<file path="config.mk">
export PLATFORM = sky130hd
export DESIGN_NAME = spg_cordic_cell
export DESIGN_NICKNAME = d
export VERILOG_FILES = /design/src/rtl/assert_macros.svh /design/src/rtl/spg_pkg.sv /design/src/rtl/spg_cordic_cell.sv
export SDC_FILE = /design/constraint.sdc
export NUM_CORES = 1
export LEC_CHECK = 0
export BUFFER_PORTS_ARGS = -buffer_cell sky130_fd_sc_hd__buf_2
export CORE_ASPECT_RATIO = 0.6
export CORE_MARGIN = 1.5
export CORE_UTILIZATION = 54
export CTS_CLUSTER_DIAMETER = 80
export DETAILED_ROUTE_END_ITERATION = 12
export GPL_ROUTABILITY_DRIVEN = 0
export HOLD_SLACK_MARGIN = 0.03
export PLACE_DENSITY_LB_ADDON = 0.2
export REMOVE_ABC_BUFFERS = 1
export SYNTH_ARGS = -nofsm -noshare
export SYNTH_HDL_FRONTEND = slang
export SYNTH_SLANG_ARGS = --single-unit
</file>
<file path="constraint.sdc">
create_clock -name clk -period 1 [get_ports clk]
set_clock_uncertainty 0.1 [all_clocks]
set_input_delay 0.05 -clock clk [delete_from_list [all_inputs] [get_ports clk]]
set_output_delay 0.05 -clock clk [all_outputs]
set_load 0.01 [all_outputs]
</file>
<file path="src/rtl/assert_macros.svh">
// Assertion macros shared by the spiral point generator RTL.
`ifndef ASSERT_MACROS_SVH
`define ASSERT_MACROS_SVH

// Property that must hold at every clock edge outside reset.
`define SPG_ASSERT(lbl, clk, rst_n, prop, msg) \
    lbl: assert property (@(posedge clk) disable iff (!rst_n) prop) \
        else $error(msg);

// Condition that must never be seen outside reset.
`define SPG_NEVER(lbl, clk, rst_n, expr, msg) \
    `SPG_ASSERT(lbl, clk, rst_n, !(expr), msg)

`endif

</file>
<file path="src/rtl/spg_pkg.sv">
// Package of the spiral point generator: widths, constants, tables and word types.
package spg_pkg;

    localparam int ROT_W       = 16;
    localparam int PPT_W       = 11;
    localparam int IDX_W       = 18;
    localparam int DATA_W      = 32;
    localparam int CFG_IDX_W   = 3;
    localparam int MAX_PPT     = 1024;
    localparam int TOT_MAX     = (MAX_PPT * (2 ** ROT_W - 1)) / 256;
    localparam int T_W         = $clog2(TOT_MAX + 1);
    localparam int D_W         = T_W + 1;
    localparam int PHASE_SHIFT = 25;
    localparam int Q_W         = ROT_W + PHASE_SHIFT;
    localparam int NUM_W       = D_W + Q_W;
    localparam int GUARD       = 8;
    localparam int CW          = 42;
    localparam int AW          = 34;
    localparam int KINV_W      = 30;
    localparam logic [KINV_W-1:0] KINV = 30'h26DD3B6A;
    localparam int CORDIC_STAGES_DEF = 24;
    localparam int ATAN_N      = 32;

    localparam logic [ROT_W-1:0]  ROT_RST    = 16'd512;
    localparam logic [PPT_W-1:0]  PPT_RST    = 11'd32;
    localparam logic [DATA_W-1:0] START_RST  = 32'd65536;
    localparam logic [DATA_W-1:0] END_RST    = 32'd131072;
    localparam logic [DATA_W-1:0] HEIGHT_RST = 32'd131072;

    // Angle of each micro-rotation, atan(2^-k) in units of 2^-32 turn.
    localparam logic [31:0] ATAN_TURNS [ATAN_N] = '{
        32'h20000000, 32'h12E4051E, 32'h09FB385B, 32'h051111D4,
        32'h028B0D43, 32'h0145D7E1, 32'h00A2F61E, 32'h00517C55,
        32'h0028BE53, 32'h00145F2F, 32'h000A2F98, 32'h000517CC,
        32'h00028BE6, 32'h000145F3, 32'h0000A2FA, 32'h0000517D,
        32'h000028BE, 32'h0000145F, 32'h00000A30, 32'h00000518,
        32'h0000028C, 32'h00000146, 32'h000000A3, 32'h00000051,
        32'h00000029, 32'h00000014, 32'h0000000A, 32'h00000005,
        32'h00000003, 32'h00000001, 32'h00000001, 32'h00000000
    };

    typedef enum logic [CFG_IDX_W-1:0] {
        CFG_ROTATIONS = 3'd0,
        CFG_PPT       = 3'd1,
        CFG_START     = 3'd2,
        CFG_END       = 3'd3,
        CFG_HEIGHT    = 3'd4,
        CFG_REVERSE   = 3'd5
    } cfg_reg_t;

    // One lane of the long division: partial remainder, numerator bits shifting
    // out at the top and quotient bits shifting in at the bottom.
    typedef struct packed {
        logic [D_W-1:0] rem;
        logic [Q_W-1:0] low;
        logic           neg;
    } spg_lane_t;

    typedef struct packed {
        spg_lane_t      rad;
        spg_lane_t      hgt;
        spg_lane_t      phs;
        logic [D_W-1:0] den;
        logic           ok;
        logic           last;
    } spg_div_t;

    typedef struct packed {
        logic signed [CW-1:0] x;
        logic signed [CW-1:0] y;
        logic signed [AW-1:0] ang;
        logic [DATA_W-1:0]    z;
        logic                 ok;
        logic                 last;
    } spg_rot_t;

endpackage

</file>
<file path="src/rtl/spg_cordic_cell.sv">
// One rotation-mode CORDIC micro-rotation with a fixed shift and angle step.
module spg_cordic_cell #(
    parameter int STAGE = 0
) (
    input  logic              clk,
    input  logic              rst_n,
    input  logic              en,
    input  logic              in_v,
    input  spg_pkg::spg_rot_t in_w,
    output logic              out_v,
    output spg_pkg::spg_rot_t out_w
);

    localparam int CW = spg_pkg::CW;
    localparam int AW = spg_pkg::AW;
    localparam logic signed [AW-1:0] STEP =
        $signed({{(AW-32){1'b0}}, spg_pkg::ATAN_TURNS[STAGE]});

    spg_pkg::spg_rot_t    w_next;
    logic signed [CW-1:0] x_cur;
    logic signed [CW-1:0] y_cur;
    logic signed [CW-1:0] x_sh;
    logic signed [CW-1:0] y_sh;
    logic signed [AW-1:0] a_cur;

    always_comb
    begin
        x_cur  = in_w.x;
        y_cur  = in_w.y;
        a_cur  = in_w.ang;
        x_sh   = x_cur >>> STAGE;
        y_sh   = y_cur >>> STAGE;
        w_next = in_w;
        if (a_cur >= 0)
        begin
            w_next.x   = x_cur - y_sh;
            w_next.y   = y_cur + x_sh;
            w_next.ang = a_cur - STEP;
        end
        else
        begin
            w_next.x   = x_cur + y_sh;
            w_next.y   = y_cur - x_sh;
            w_next.ang = a_cur + STEP;
        end
    end

    always_ff @(posedge clk or negedge rst_n)
    begin
        if (!rst_n)
        begin
            out_v <= 1'b0;
        end
        else if (en)
        begin
            out_v <= in_v;
        end
    end

    always_ff @(posedge clk)
    begin
        if (en)
        begin
            out_w <= w_next;
        end
    end

endmodule

</file>
==> results.py, run 1 <==
metrics = {
    "placed_design": {
        "port_buffers": 308,
        "dp_cells": 2605,
        "hpwl_um": 44900,
        "placed_area_um2": 19100,
    },
    "logic_synthesis": {
        "synth_compound_area_share_pct": 24.5,
        "synth.cell_area_um2": 13100,
        "ys_seq_area_share_pct": 34.8,
        "yosys_warnings": 0,
        "synth_edf_count": 151,
        "async_reset_ff_share_pct": 0.658,
        "ys_types": 73,
        "muxShareOfSynthArea_pct": 1.16,
        "synth-simple-area-share_pct": 14.0,
        "synth_fa_ha_area_share_pct": 14.3,
        "synth_area_per_cell_um2": 8.85,
        "ys_seq_elements": 152,
        "synth_top_family_by_area": "compound AO/OA/AOI/OAI gates",
        "synth_xor_xnor_area_share_pct": 5.28,
        "synth_ff_type": "edfxtp_1",
        "synthCells": 1480,
    },
    "clock_network": {
        "cts_num_sinks": 152,
        "htreeDepth": 4,
        "post_cts_buffers": 95,
        "cts_hold_buf": 69,
        "cts-resized-gates": 532,
        "cts_root_buf": "clkbuf_16",
        "numCtsBuffers": 17,
        "clk_path_buf_depth": 2,
    },
    "floorplanning": {
        "ios": 309,
        "fp.dieH_um": 124,
        "rows": 43,
        "die_w_um": 204,
        "initial_core_util_pct": 55.9,
    },
    "outcome": {
        "status": "did not finish",
        "error": "[ERROR DPL-0038] Utilization greater than 100%, impossible to legalize",
        "haltStage": "4_1_cts",
    },
}
## synth_stat cells (all sizes together) (8+ instances only)
master	count	area share (%)
xor2	10	0.67
edfxtp	151	35
nand4	29	1.4
nand3	20	0.76
o31ai	14	0.80
a2111oi	8	0.77
clkbuf	37	1.1
and3	8	0.38
o211ai	19	1.1
ha	143	14
a31oi	17	0.81
buf	27	0.97
nand2	81	2.3
nor4	14	0.83
nand2b	13	0.62
xnor2	69	4.6
nor2b	15	0.72
a211oi	15	0.94
a21o	28	1.6
o21a	13	0.74
or3	9	0.43
o21ai	104	4.0
o21bai	38	2.2
mux2i	14	1.1
and2	8	0.38
inv	134	3.8
nor3	30	1.2
a21boi	9	0.52
nor2	112	3.2
a221oi	8	0.53
a21oi	202	7.7
## cell families after synthesis
| kind of cell | after synthesis |
|---|---|
| buffers and inverters | 200 |
| AO/OA/AOI/OAI | 518 |
| multiplexers | 15 |
| flip-flops | 152 |
| adder cells (fa/ha/maj) | 147 |
| AND/OR/NAND/NOR | 369 |
| XOR/XNOR | 79 |
## stage by stage
| stage | setup WS, ns | utilization (%) | TNS [ns] |
|---|---|---|---|
| after floorplan | -5.29 | - | -352.31 |
| after detailed placement | -2.31 | 81.4 | -152.79 |
| after global placement | -2.28 | 81.4 | -146.28 |
==> inputs of run 2 (changes only) <==
--- a/config.mk
+++ b/config.mk
@@ -6,14 +6,11 @@
 export NUM_CORES = 1
 export LEC_CHECK = 0
 export BUFFER_PORTS_ARGS = -buffer_cell sky130_fd_sc_hd__buf_2
-export CORE_ASPECT_RATIO = 0.6
 export CORE_MARGIN = 1.5
-export CORE_UTILIZATION = 54
-export CTS_CLUSTER_DIAMETER = 80
+export CORE_UTILIZATION = 39
 export DETAILED_ROUTE_END_ITERATION = 12
 export GPL_ROUTABILITY_DRIVEN = 0
-export HOLD_SLACK_MARGIN = 0.03
-export PLACE_DENSITY_LB_ADDON = 0.2
+export PLACE_DENSITY_LB_ADDON = 0.15
 export REMOVE_ABC_BUFFERS = 1
 export SYNTH_ARGS = -nofsm -noshare
 export SYNTH_HDL_FRONTEND = slang
==> results.py, run 2 <==
metrics = {
    "outcome": {
        "status": "complete, but fails checks",
        "violations": "negative hold slack, negative setup slack",
    },
    "finish": {
        "most-common-layout-cells": "buf_4, buf_2, edfxtp_1",
        "largest_reg_flops": 151,
        "syn2layout_area_growth_pct": 85.5,
        "largestRegisters": "out_w (151), out_v (1)",
        "regMostFlops": "out_w",
        "fillers": 2231,
        "nNetsFinal": 2789,
        "multiInputGateArea_um2": 10000,
        "final_layout_size_suffix_gt1_share_pct": 55.3,
        "layout_commonest_cell": "buf_4",
        "regArea_um2": 4560,
    },
    "floorplanning": {
        "ios": 309,
        "fp.dieH_um": 186,
        "die_w_um": 186,
        "rows": 66,
        "initial_core_util_pct": 40.0,
        "coreArea_um2": 32800,
        "design.die.area_um2": 34700,
    },
    "critical_path": {
        "slowest_stage": "a2111oi_4",
        "r2r_cells": 1,
        "crit_buf_inv": 3,
        "cpMostUsedCell": "buf_4",
        "rr_startpoint": "out_v",
        "worstPathRequired_ns": 1.09,
        "endpoint_kind": "flip-flop",
        "reg2reg_to": "out_v",
        "cp_max_fo": 2,
        "rrSetupSlack_ns": 0.16,
        "crit_chain": "buf_8 -> ha_4 -> fa_2 -> nor2b_4 -> o211ai_1 -> buf_4 -> a211oi_4 -> nand3_2 -> nand4b_1 -> nand4_1 -> buf_4 -> a2111oi_4 -> o31ai_2 -> xnor2_1",
        "cp_top_family": "compound AO/OA/AOI/OAI gates",
        "slowest_delay_ns": 0.41,
        "worstSetupPathType": "input port to flip-flop",
        "critPathArrivalTime_ns": 2.75,
        "start_kind": "input port",
    },
    "min_path": {
        "min_to": "out_w[101]",
        "min_from": "en",
        "holdPathStages": 2,
        "min_path_type": "input port to flip-flop",
    },
    "placed_design": {
        "port_buffers": 308,
        "post-place-ws_ns": -2.16,
        "hpwl_um": 42100,
    },
    "power": {
        "p_int_mw": 17.8,
        "power-per-cell-area_nw_per_um2": 1170,
        "p_switching_mw": 10.6,
        "power_leakage_nw": 10.9,
        "comb_power_share_pct": 46.6,
        "switching_share_pct": 37.3,
        "power_frac_clock_pct": 23.8,
        "peakVddDrop_v": 0.00121,
        "finalPower_mw": 28.4,
        "pwr-share-seq_pct": 29.6,
    },
    "global_route": {
        "grt_pass1_vias": 16000,
        "grt_max_degree": 59,
        "gr-total-overflow": 0,
        "grt_pass1_wl_um": 86300,
        "gr-usage-all-layers_pct": 32.6,
        "antenna_found_initial": 1,
    },
    "routing": {
        "first_pass_iters": 6,
        "vias": 16600,
        "drc_errors": 0,
        "drt_iter0_drc": 1536,
        "wl_per_cell_um": 21.1,
        "viasPerCell": 5.64,
        "routed_wl_um": 62200,
        "postRouteAntennaNets": 0,
    },
    "timing": {
        "grt_setup_unrepaired": "true",
        "tightest_slew_ns": 0.661,
        "finalSetupViolations": 244,
        "period_share_pct": 266,
        "hold_viol_final": 6,
        "setup_ws_ns": -1.66,
        "finalSetupTns_ns": -123.05,
        "min_period_ns": 2.66,
        "fmaxAchievable_mhz": 376,
        "slew-limit-headroom_pct": 55.5,
        "slew_viol_final": 0,
        "holdWs_ns": -0.0192,
    },
    "clock_network": {
        "clk_pin_slew_worst_paths_ns": 0.09,
        "cts_num_sinks": 152,
        "cts_root_buf": "clkbuf_16",
        "htreeDepth": 4,
        "cts_tree": "yes",
        "worstSkewPairLatency_ns": 0.44,
        "numCtsBuffers": 17,
        "clk_path_buf_depth": 2,
    },
    "logic_synthesis": {
        "synth.cell_area_um2": 13100,
        "ys_types": 73,
        "synth_area_per_cell_um2": 8.85,
        "async_reset_ff_share_pct": 0.658,
        "synth_edf_count": 151,
        "post-synth-top-area-cell": "edfxtp_1",
        "ys_top_cells_by_area": "edfxtp_1, ha_1, a21oi_1, xnor2_1, inv_1",
        "synth_common_cells": "a21oi_1, edfxtp_1, ha_1",
        "synth_ff_type": "edfxtp_1",
        "ys_seq_elements": 152,
        "ys_seq_area_share_pct": 34.8,
        "synthCells": 1480,
        "yosys_warnings": 0,
        "synth_most_common_cell": "a21oi_1",
        "synth.top_cell.area_share_pct": 34.6,
    },
    "flow_run": {
        "maxCapViolations": 0,
    },
}
-- run 2: cell counts after synthesis --
No cell type changed its count.
-- run 2: kinds of logic (layout without fill, tap and decap cells) --
kind of cell | count (synthesis) | count (layout) | synth area share (%)
xor gates and xnor gates | 79 | 79 | 5.28
adders and majority gates | 147 | 147 | 14.3
DFF | 152 | 152 | 34.8
muxes | 15 | 15 | 1.16
AOI/OAI and AO/OA | 518 | 518 | 24.5
other | 0 | 1 | 0
buffers and inverters | 200 | 1219 | 5.93
and+or+nand+nor | 369 | 369 | 14.0
-- run 2: area by class of cell --
class / instances / share of cell area [%]
Antenna cell: 1 / 0.0103
Clock buffer: 17 / 1.75
Clock inverter: 15 / 0.638
Inverter: 136 / 2.29
Multi-Input combinational cell: 1128 / 41.2
Sequential cell: 152 / 18.8
Tap cell: 442 / 2.28
Timing Repair Buffer: 1051 / 33.0
-- run 2: worst max path at each step --
stage	startpoint	to	cells after the start
floorplan	in_w[67]	out_w[67]	12
global placement	in_w[81]	out_w[148]	13
detailed placement	in_w[81]	out_w[148]	13
CTS	in_w[110]	out_w[148]	13
global route	in_w[68]	out_w[106]	14
finish	in_w[68]	out_w[148]	14
-- run 2: layer usage --
metal / track usage, % / routed length [um]
met4: 15.7 / 3280
met1: 40.6 / 23900
met3: 6.23 / 5510
met5: 0 / 0
met2: 54.4 / 29400
-- run 2: stage by stage --
step / cell area, um^2 / std cells / utilization, %
after detailed placement: 19400 / 2740 / 59.1
final: 24300 / 2942 / 74.1
after global placement: 19400 / 2740 / 59.1
after CTS: 22900 / 2900 / 69.9
after floorplan: 12800 / 1416 / -
after global routing: 24300 / 2942 / 74.1
-- run 2: power by group through the flow --
stage               registers (mW)  clock network (mW)  logic, mW
floorplan                     8.91                   0       3.96
global placement              8.48                   0       9.82
detailed placement            8.48                   0       9.93
CTS                           8.35                6.78       11.7
global route                  8.46                7.06       13.9
finish                        8.40                6.78       13.2
-- run 2: timing repair --
item                                   in CTS  in global routing
endpoints found under the hold margin      71                  4
hold buffers                               69                  1
pin swaps                                 122                154
buffers inserted                           66                 51
setup endpoints to repair                 239                243
gates resized for setup                   426                225
(Power assumes the default switching activity.)
