File: src/rtl/assert_macros.svh
// Assertion macros shared by the spiral point generator RTL.
`ifndef ASSERT_MACROS_SVH
`define ASSERT_MACROS_SVH

// Property that must hold at every clock edge outside reset.
`define SPG_ASSERT(lbl, clk, rst_n, prop, msg) \
    lbl: assert property (@(posedge clk) disable iff (!rst_n) prop) \
        else $error(msg);

// Condition that must never be seen outside reset.
`define SPG_NEVER(lbl, clk, rst_n, expr, msg) \
    `SPG_ASSERT(lbl, clk, rst_n, !(expr), msg)

`endif

File: src/rtl/spg_pkg.sv
// Package of the spiral point generator: widths, constants, tables and word types.
package spg_pkg;

    localparam int ROT_W       = 16;
    localparam int PPT_W       = 11;
    localparam int IDX_W       = 18;
    localparam int DATA_W      = 32;
    localparam int CFG_IDX_W   = 3;
    localparam int MAX_PPT     = 1024;
    localparam int TOT_MAX     = (MAX_PPT * (2 ** ROT_W - 1)) / 256;
    localparam int T_W         = $clog2(TOT_MAX + 1);
    localparam int D_W         = T_W + 1;
    localparam int PHASE_SHIFT = 25;
    localparam int Q_W         = ROT_W + PHASE_SHIFT;
    localparam int NUM_W       = D_W + Q_W;
    localparam int GUARD       = 8;
    localparam int CW          = 42;
    localparam int AW          = 34;
    localparam int KINV_W      = 30;
    localparam logic [KINV_W-1:0] KINV = 30'h26DD3B6A;
    localparam int CORDIC_STAGES_DEF = 24;
    localparam int ATAN_N      = 32;

    localparam logic [ROT_W-1:0]  ROT_RST    = 16'd512;
    localparam logic [PPT_W-1:0]  PPT_RST    = 11'd32;
    localparam logic [DATA_W-1:0] START_RST  = 32'd65536;
    localparam logic [DATA_W-1:0] END_RST    = 32'd131072;
    localparam logic [DATA_W-1:0] HEIGHT_RST = 32'd131072;

    // Angle of each micro-rotation, atan(2^-k) in units of 2^-32 turn.
    localparam logic [31:0] ATAN_TURNS [ATAN_N] = '{
        32'h20000000, 32'h12E4051E, 32'h09FB385B, 32'h051111D4,
        32'h028B0D43, 32'h0145D7E1, 32'h00A2F61E, 32'h00517C55,
        32'h0028BE53, 32'h00145F2F, 32'h000A2F98, 32'h000517CC,
        32'h00028BE6, 32'h000145F3, 32'h0000A2FA, 32'h0000517D,
        32'h000028BE, 32'h0000145F, 32'h00000A30, 32'h00000518,
        32'h0000028C, 32'h00000146, 32'h000000A3, 32'h00000051,
        32'h00000029, 32'h00000014, 32'h0000000A, 32'h00000005,
        32'h00000003, 32'h00000001, 32'h00000001, 32'h00000000
    };

    typedef enum logic [CFG_IDX_W-1:0] {
        CFG_ROTATIONS = 3'd0,
        CFG_PPT       = 3'd1,
        CFG_START     = 3'd2,
        CFG_END       = 3'd3,
        CFG_HEIGHT    = 3'd4,
        CFG_REVERSE   = 3'd5
    } cfg_reg_t;

    // One lane of the long division: partial remainder, numerator bits shifting
    // out at the top and quotient bits shifting in at the bottom.
    typedef struct packed {
        logic [D_W-1:0] rem;
        logic [Q_W-1:0] low;
        logic           neg;
    } spg_lane_t;

    typedef struct packed {
        spg_lane_t      rad;
        spg_lane_t      hgt;
        spg_lane_t      phs;
        logic [D_W-1:0] den;
        logic           ok;
        logic           last;
    } spg_div_t;

    typedef struct packed {
        logic signed [CW-1:0] x;
        logic signed [CW-1:0] y;
        logic signed [AW-1:0] ang;
        logic [DATA_W-1:0]    z;
        logic                 ok;
        logic                 last;
    } spg_rot_t;

endpackage

File: src/rtl/spg_div_cell.sv
// One restoring division step for the radius, height and phase lanes.
module spg_div_cell (
    input  logic              clk,
    input  logic              rst_n,
    input  logic              en,
    input  logic              in_v,
    input  spg_pkg::spg_div_t in_w,
    output logic              out_v,
    output spg_pkg::spg_div_t out_w
);

    localparam int D_W = spg_pkg::D_W;
    localparam int Q_W = spg_pkg::Q_W;

    spg_pkg::spg_div_t w_next;

    function automatic spg_pkg::spg_lane_t div_step(input spg_pkg::spg_lane_t l,
                                                    input logic [D_W-1:0] den);
        logic [D_W:0]       trial;
        logic [D_W:0]       diff;
        logic               fits;
        spg_pkg::spg_lane_t r;
        trial = {l.rem, l.low[Q_W-1]};
        diff  = trial - {1'b0, den};
        fits  = (trial >= {1'b0, den});
        r.neg = l.neg;
        r.rem = fits ? diff[D_W-1:0] : trial[D_W-1:0];
        r.low = {l.low[Q_W-2:0], fits};
        return r;
    endfunction

    always_comb
    begin
        w_next     = in_w;
        w_next.rad = div_step(in_w.rad, in_w.den);
        w_next.hgt = div_step(in_w.hgt, in_w.den);
        w_next.phs = div_step(in_w.phs, in_w.den);
    end

    always_ff @(posedge clk or negedge rst_n)
    begin
        if (!rst_n)
        begin
            out_v <= 1'b0;
        end
        else if (en)
        begin
            out_v <= in_v;
        end
    end

    always_ff @(posedge clk)
    begin
        if (en)
        begin
            out_w <= w_next;
        end
    end

endmodule

File: config.mk
export PLATFORM = sky130hd
export DESIGN_NAME = spg_div_cell
export DESIGN_NICKNAME = d
export VERILOG_FILES = /design/src/rtl/assert_macros.svh /design/src/rtl/spg_pkg.sv /design/src/rtl/spg_div_cell.sv
export SDC_FILE = /design/constraint.sdc
export NUM_CORES = 1
export LEC_CHECK = 0
export BUFFER_PORTS_ARGS = -buffer_cell sky130_fd_sc_hd__buf_2
export CAP_MARGIN = 0
export CORE_AREA = 8 8 154 156
export CTS_CLUSTER_SIZE = 10
export DETAILED_ROUTE_END_ITERATION = 16
export DIE_AREA = 0 0 162 164
export HOLD_SLACK_MARGIN = 0.03
export PLACE_DENSITY = 0.78
export SYNTH_ARGS = -nofsm -noshare
export SYNTH_HDL_FRONTEND = slang
export SYNTH_SLANG_ARGS = --single-unit
File: constraint.sdc
create_clock -name clk -period 1.05 [get_ports clk]
set_input_delay 0.105 -clock clk [delete_from_list [all_inputs] [get_ports clk]]
set_output_delay 0.105 -clock clk [all_outputs]
set_load 0.02 [all_outputs]
==> results of run 1 <==
## final timing paths
path / cells after the start / startpoint / endpoint / slack, ns
min reg2reg: 1 / out_v / out_v / 0.53
min: 4 / in_w[80] / out_w[81] / 0.11
max: 14 / in_w[184] / out_w[200] / -1.12
max reg2reg: 1 / out_v / out_v / 0.29
min in group asynchronous: 3 / rst_n / out_v / 0.51
max in group asynchronous: 3 / rst_n / out_v / 0.42
## flip-flops by register name (all words and copies together) (netlist names)
register	count
out_v	1
out_w	204
## repair_timing
action / CTS / global route
endpoints found under the hold margin: 204 / 0
resized for setup: 368 / 152
buffers inserted: 23 / 7
hold buffers: 203 / 0
pin swaps: 27 / 31
setup endpoints to repair: 265 / 286
cloned: 1 / 1
## per-layer routing
metal | track usage, % | vias up | share of wire [%]
met5 | 0 | - | 0.092
met4 | 15.1 | 6 | 7.2
met3 | 7.89 | 238 | 8.7
met2 | 59.4 | 800 | 50
met1 | 35.3 | 5023 | 34
li1 | - | 4272 | -
## worst max-delay path, delay by kind of cell
family / cells / cell delay [ns]
multiplexers: 1 / 0.30
AND/OR/NAND/NOR: 1 / 0.20
adder cells (fa/ha/maj): 2 / 0.34
buffers and inverters: 5 / 0.60
AO/OA/AOI/OAI: 5 / 0.88
## metrics by stage
step                area, µm²  hold slack (ns)
floorplan               10000           -0.191
global placement        13800           -0.120
detailed placement      13800           -0.120
CTS                     18000           0.0451
global route            18600            0.108
finish                  18600            0.106
## cell usage after synthesis, types with 2 or more instances
library cell	instances	area, µm²
and3_1	6	37.5
o2111ai_1	2	17.5
o21ai_1	2	10.0
ha_1	57	713
nor3_1	6	30.0
o21ai_2	3	26.3
edfxtp_1	204	6130
a211o_1	7	61.3
nor2_1	24	90.1
o211ai_1	5	37.5
nand3_1	9	45.0
nand2_1	25	93.8
xnor2_1	30	263
nand2b_1	7	43.8
inv_1	43	161
a21o_1	16	120
a211oi_1	5	37.5
nor4_1	2	12.5
o21bai_1	3	22.5
a21oi_1	47	235
fa_1	3	60.1
mux2i_1	11	110
mux2_2	27	304
buf_6	3	33.8
nand3b_1	4	30.0
a221oi_1	2	17.5
nor2b_1	10	62.6
nand4b_1	2	17.5
a31oi_1	5	31.3
nand4_1	7	43.8
o21ai_0	21	105
mux2_4	16	240
o21a_1	7	52.6
buf_2	2	10.0
a21oi_4	2	32.5
xor2_1	14	123
mux2_1	5	56.3
## power breakdown
part | switching [W] | leakage (nW) | internal [W] | total, W
clock | 0.00340 | 0.347 | 0.00456 | 0.00796
combinational | 0.00421 | 5.86 | 0.00457 | 0.00878
sequential | 0.000498 | 2.01 | 0.0101 | 0.0106
## kinds of logic (layout without fill, tap and decap cells)
group | Yosys count | after routing | share of synthesized area, %
AO/OA/AOI/OAI | 144 | 144 | 10.3
XOR/XNOR | 44 | 44 | 3.92
adder cells (fa/ha/maj) | 60 | 60 | 7.86
buffers and inverters | 50 | 908 | 2.37
flip-flops | 205 | 205 | 62.5
multiplexers | 59 | 59 | 7.22
other | 0 | 4 | 0
AND/OR/NAND/NOR | 111 | 111 | 5.83
## area by class of cell
cell class                      count  area (µm²)  share of cell area [%]
Multi-Input combinational cell    418        4050                    21.8
Timing Repair Buffer              828        7110                    38.3
Sequential cell                   205        6150                    33.1
Antenna cell                        4        10.0                  0.0539
Clock buffer                       32         652                    3.51
Tap cell                          280         350                    1.89
Clock inverter                      5        53.8                   0.290
Inverter                           43         200                    1.08
==> impl_metrics.toml, run 1 <==
[grt]
grt_pass1_vias = 10473
grt_usage_pct = 32.6
grt.overflow.total = 0
antenna_found_initial = 6
grt_max_degree = 40
grt_pass1_wl_mm = 65.3

[timing]
final_max_slew_viol_count = 0
setup_viol = 265
fin_worst_skew_ns = 0
fin_setup_tns_ns = -82.74
setup_slack_ns = -1.12
finalHoldViolations = 0
period_share_pct = 207
period_needed_ns = 2.17
rsz0062_at_grt = "yes"
slew_headroom_pct = 68.1
tightest_slew_ns = 0.472
fmax_mhz = 461

[worst_hold_path]
hp-class = "in2reg"

[logic_synthesis]
avgSynthCellArea_um2 = 14.6
syn_nets = 941
netlist_area_um2 = 9840
synth-edff-count = 204
synthFlopType = "edfxtp_1"
synth_cells = 673
synth_seq_cells = 205
yosysWarnings = 0
async_flop_share_pct = 0.488
ys_seq_area_share_pct = 62.5
ys_types = 66

[floorplan]
die_w_um = 162
core.rowCount = 54
io_pins = 413
die_area_um2 = 26600
initial_utilization_pct = 46.1
die_y_um = 164
core_um2 = 21400

[critical_path]
cp_slowest_cell = "a221oi_4"
crit_type = "in2reg"
cp.required_ns = 1.31
crit_chain = "buf_8, inv_12, ha_4, fa_2, and2b_1, o21ai_2, a21oi_2, o211ai_1, buf_4, o21bai_4, a221oi_4, buf_6, buf_8, mux2_4"
cp.arrival_ns = 2.43
worst-path-max-fanout = 6
crit_top_cell = "buf_8"
worst_setup_path_end_kind = "flip-flop"
startpoint_type = "input port"
max_stage_delay_ns = 0.32

[cts]
clk_path_buf_depth = 3
numCtsBuffers = 25
tritoncts = "yes"
clk_pin_slew_worst_paths_ns = 0.06
htreeDepth = 1
clock-sinks = 205
clkLatencyLatePin_ns = 0.51
root_buffer = "clkbuf_16"

[finish]
final_util_pct = 87.0
finalNetCount = 1789
final_cells = 1815
most-common-layout-cells = "buf_2, buf_6, edfxtp_1, dlygate4sd3_1, buf_4"
syn2layout_area_growth_pct = 88.9
drive_above_1_share_pct = 52.3
nFillCells = 907
final_common_cell = "buf_2"

[routing]
initialDrtViolationCount = 807
wirelength_mm = 49.8
vias_per_cell = 5.70
ant_nets = 0
drtPass1Iterations = 5
drcViolationCount = 0
wire_per_inst_um = 27.4
num_vias = 10339

[placed_design]
place.gp.congestion = 0.942
dpl_worst_slack_ns = -1.68
hpwl_mm = 27.8
portBuffers = 412
dpl.cell_count = 1541

[run_status]
run_status = "finished with violations"
violations = "setup timing"

[pwr]
power.density_nw_per_um2 = 1470
p_total_w = 0.0273
vdd_drop_max_uv = 1040
leakage_nw = 8.21

[run]
maxCapViolCount = 0
Power figures use the tool's default switching activity.
==> inputs of run 2 (changes only) <==
--- a/config.mk
+++ b/config.mk
@@ -16,3 +16,4 @@
 export SYNTH_ARGS = -nofsm -noshare
 export SYNTH_HDL_FRONTEND = slang
 export SYNTH_SLANG_ARGS = --single-unit
+export TNS_END_PERCENT = 30
==> impl_metrics.toml, run 2 (synthesized netlist as in run 1, its figures left out) <==
[routing]
wirelength_mm = 47.2
ant_nets = 0
drtPass1Iterations = 5
num_vias = 9937
drcViolationCount = 0
wire_per_inst_um = 25.9
initialDrtViolationCount = 814
vias_per_cell = 5.45

[critical_path]
worst_setup_path_end_kind = "flip-flop"
crit_start = "in_w[184]"
crit_type = "in2reg"
cp.required_ns = 1.31
cp_slowest_cell = "a221oi_4"
crit_chain = "buf_8, inv_12, ha_4, fa_2, and2b_1, o21ai_2, a21oi_2, o211ai_1, buf_4, o21bai_4, a221oi_4, buf_6, buf_12, mux2_4"
max_stage_delay_ns = 0.34
cp.arrival_ns = 2.43
startpoint_type = "input port"
path_buf_inv = 5
path_delay_family = "compound AO/OA/AOI/OAI gates"
worst-path-max-fanout = 7
worstReg2RegStart = "out_v"

[cts]
tritoncts = "yes"
clock-sinks = 205
clk_pin_slew_worst_paths_ns = 0.07
htreeDepth = 1
clk_path_buf_depth = 3
numCtsBuffers = 25
root_buffer = "clkbuf_16"
clkLatencyLatePin_ns = 0.50

[grt]
grt_pass1_wl_mm = 64.0
grt_pass1_vias = 10419
grt.overflow.total = 0
antenna_found_initial = 9
grt_usage_pct = 31.9
grt_max_degree = 53

[placed_design]
hpwl_mm = 28.3
dpl.cell_count = 1537
place.gp.congestion = 0.925
portBuffers = 412

[floorplan]
core_um2 = 21400
die_area_um2 = 26600
initial_utilization_pct = 46.1
die_w_um = 162
io_pins = 413
die_y_um = 164
core.rowCount = 54

[pwr]
vdd_drop_max_uv = 1120
leakage_nw = 8.05
power.density_nw_per_um2 = 1460
p_total_w = 0.0264

[finish]
most-common-layout-cells = "buf_2, edfxtp_1, dlygate4sd3_1, buf_4, buf_6"
syn2layout_area_growth_pct = 83.5
final_common_cell = "buf_2"
nFillCells = 996
final_cells = 1822
largest_register_ffs = 204
drive_above_1_share_pct = 52.8
top_regs = "out_w: 204 flops, out_v: 1 flops"
finalNetCount = 1794
regMostFlops = "out_w"

[worst_hold_path]
min_from = "in_w[2]"
hp-class = "in2reg"

[run_status]
run_status = "finished with violations"
violations = "setup timing"

[timing]
setup_slack_ns = -1.13
slew_headroom_pct = 63.1
period_needed_ns = 2.18
finalHoldViolations = 0
final_max_slew_viol_count = 0
period_share_pct = 207
fmax_mhz = 459
fin_worst_skew_ns = 0
tightest_slew_ns = 0.552
rsz0062_at_grt = "yes"
setup_viol = 265
timing.hold.ws_ns = 0.0494

[run]
maxCapViolCount = 0
==> run 2: cell count changes in the layout (fill, tap and decap cells not counted), sizes merged <==
cell,delta
clkbuf,+3
dlygate4sd3,-6
diode,+1
bufinv,-1
clkinvlp,-1
buf,+11
==> run 2: power by group <==
| part | switching [W] | internal, W | total [W] | leakage, nW |
|---|---|---|---|---|
| clock | 0.00330 | 0.00440 | 0.00770 | 0.336 |
| combinational | 0.00417 | 0.00415 | 0.00832 | 5.71 |
| sequential | 0.000366 | 0.0100 | 0.0104 | 2.01 |
| total | 0.00784 | 0.0186 | 0.0264 | 8.05 |
==> run 2: layout make-up <==
type | count | area, µm² | share of cell area [%]
timing repair buffer | 833 | 6550 | 36.3
sequential | 205 | 6150 | 34.1
multi-input combinational | 418 | 4080 | 22.6
clock buffer | 35 | 673 | 3.73
tap | 280 | 350 | 1.94
inverter | 43 | 224 | 1.24
clock inverter | 3 | 17.5 | 0.0970
antenna | 5 | 12.5 | 0.0693
==> run 2: repair_timing <==
| item | CTS | global route |
|---|---|---|
| hold endpoints to repair | 196 | 0 |
| pin swaps | 40 | 31 |
| setup buffers | 25 | 21 |
| resized for setup | 258 | 89 |
| gates cloned | 4 | 0 |
| setup endpoints to repair | 265 | 265 |
| hold buffers | 197 | 0 |
==> run 2: worst min-delay path, stage by stage <==
cell and delay, ns:
buf_12 0.10, ha_4 0.13, mux2i_1 0.05
==> run 2: stage by stage <==
step	TNS [ns]	cell area, µm²	util (%)	worst slack [ns]
floorplan	-72.28	9930	-	-1.36
global placement	-85.98	13800	64.5	-1.56
detailed placement	-87.76	13800	64.5	-1.58
CTS	-70.64	17600	82.7	-0.951
global route	-83.36	18100	84.6	-1.19
finish	-74.94	18100	84.6	-1.13
==> run 2: path summary, 6_finish.rpt <==
check,to,slack (ns),cells past startpoint
max,out_w[187],-1.13,14
min,out_w[185],0.05,3
max reg2reg,out_v,0.23,1
min reg2reg,out_v,0.61,1
max in group asynchronous,out_v,0.41,3
min in group asynchronous,out_v,0.50,3
==> run 2: per-layer routing <==
layer	GRT usage (%)	wire (µm)
met5	0	54
met4	18.5	3210
met3	8.02	3970
met2	57.0	24000
met1	33.8	15900
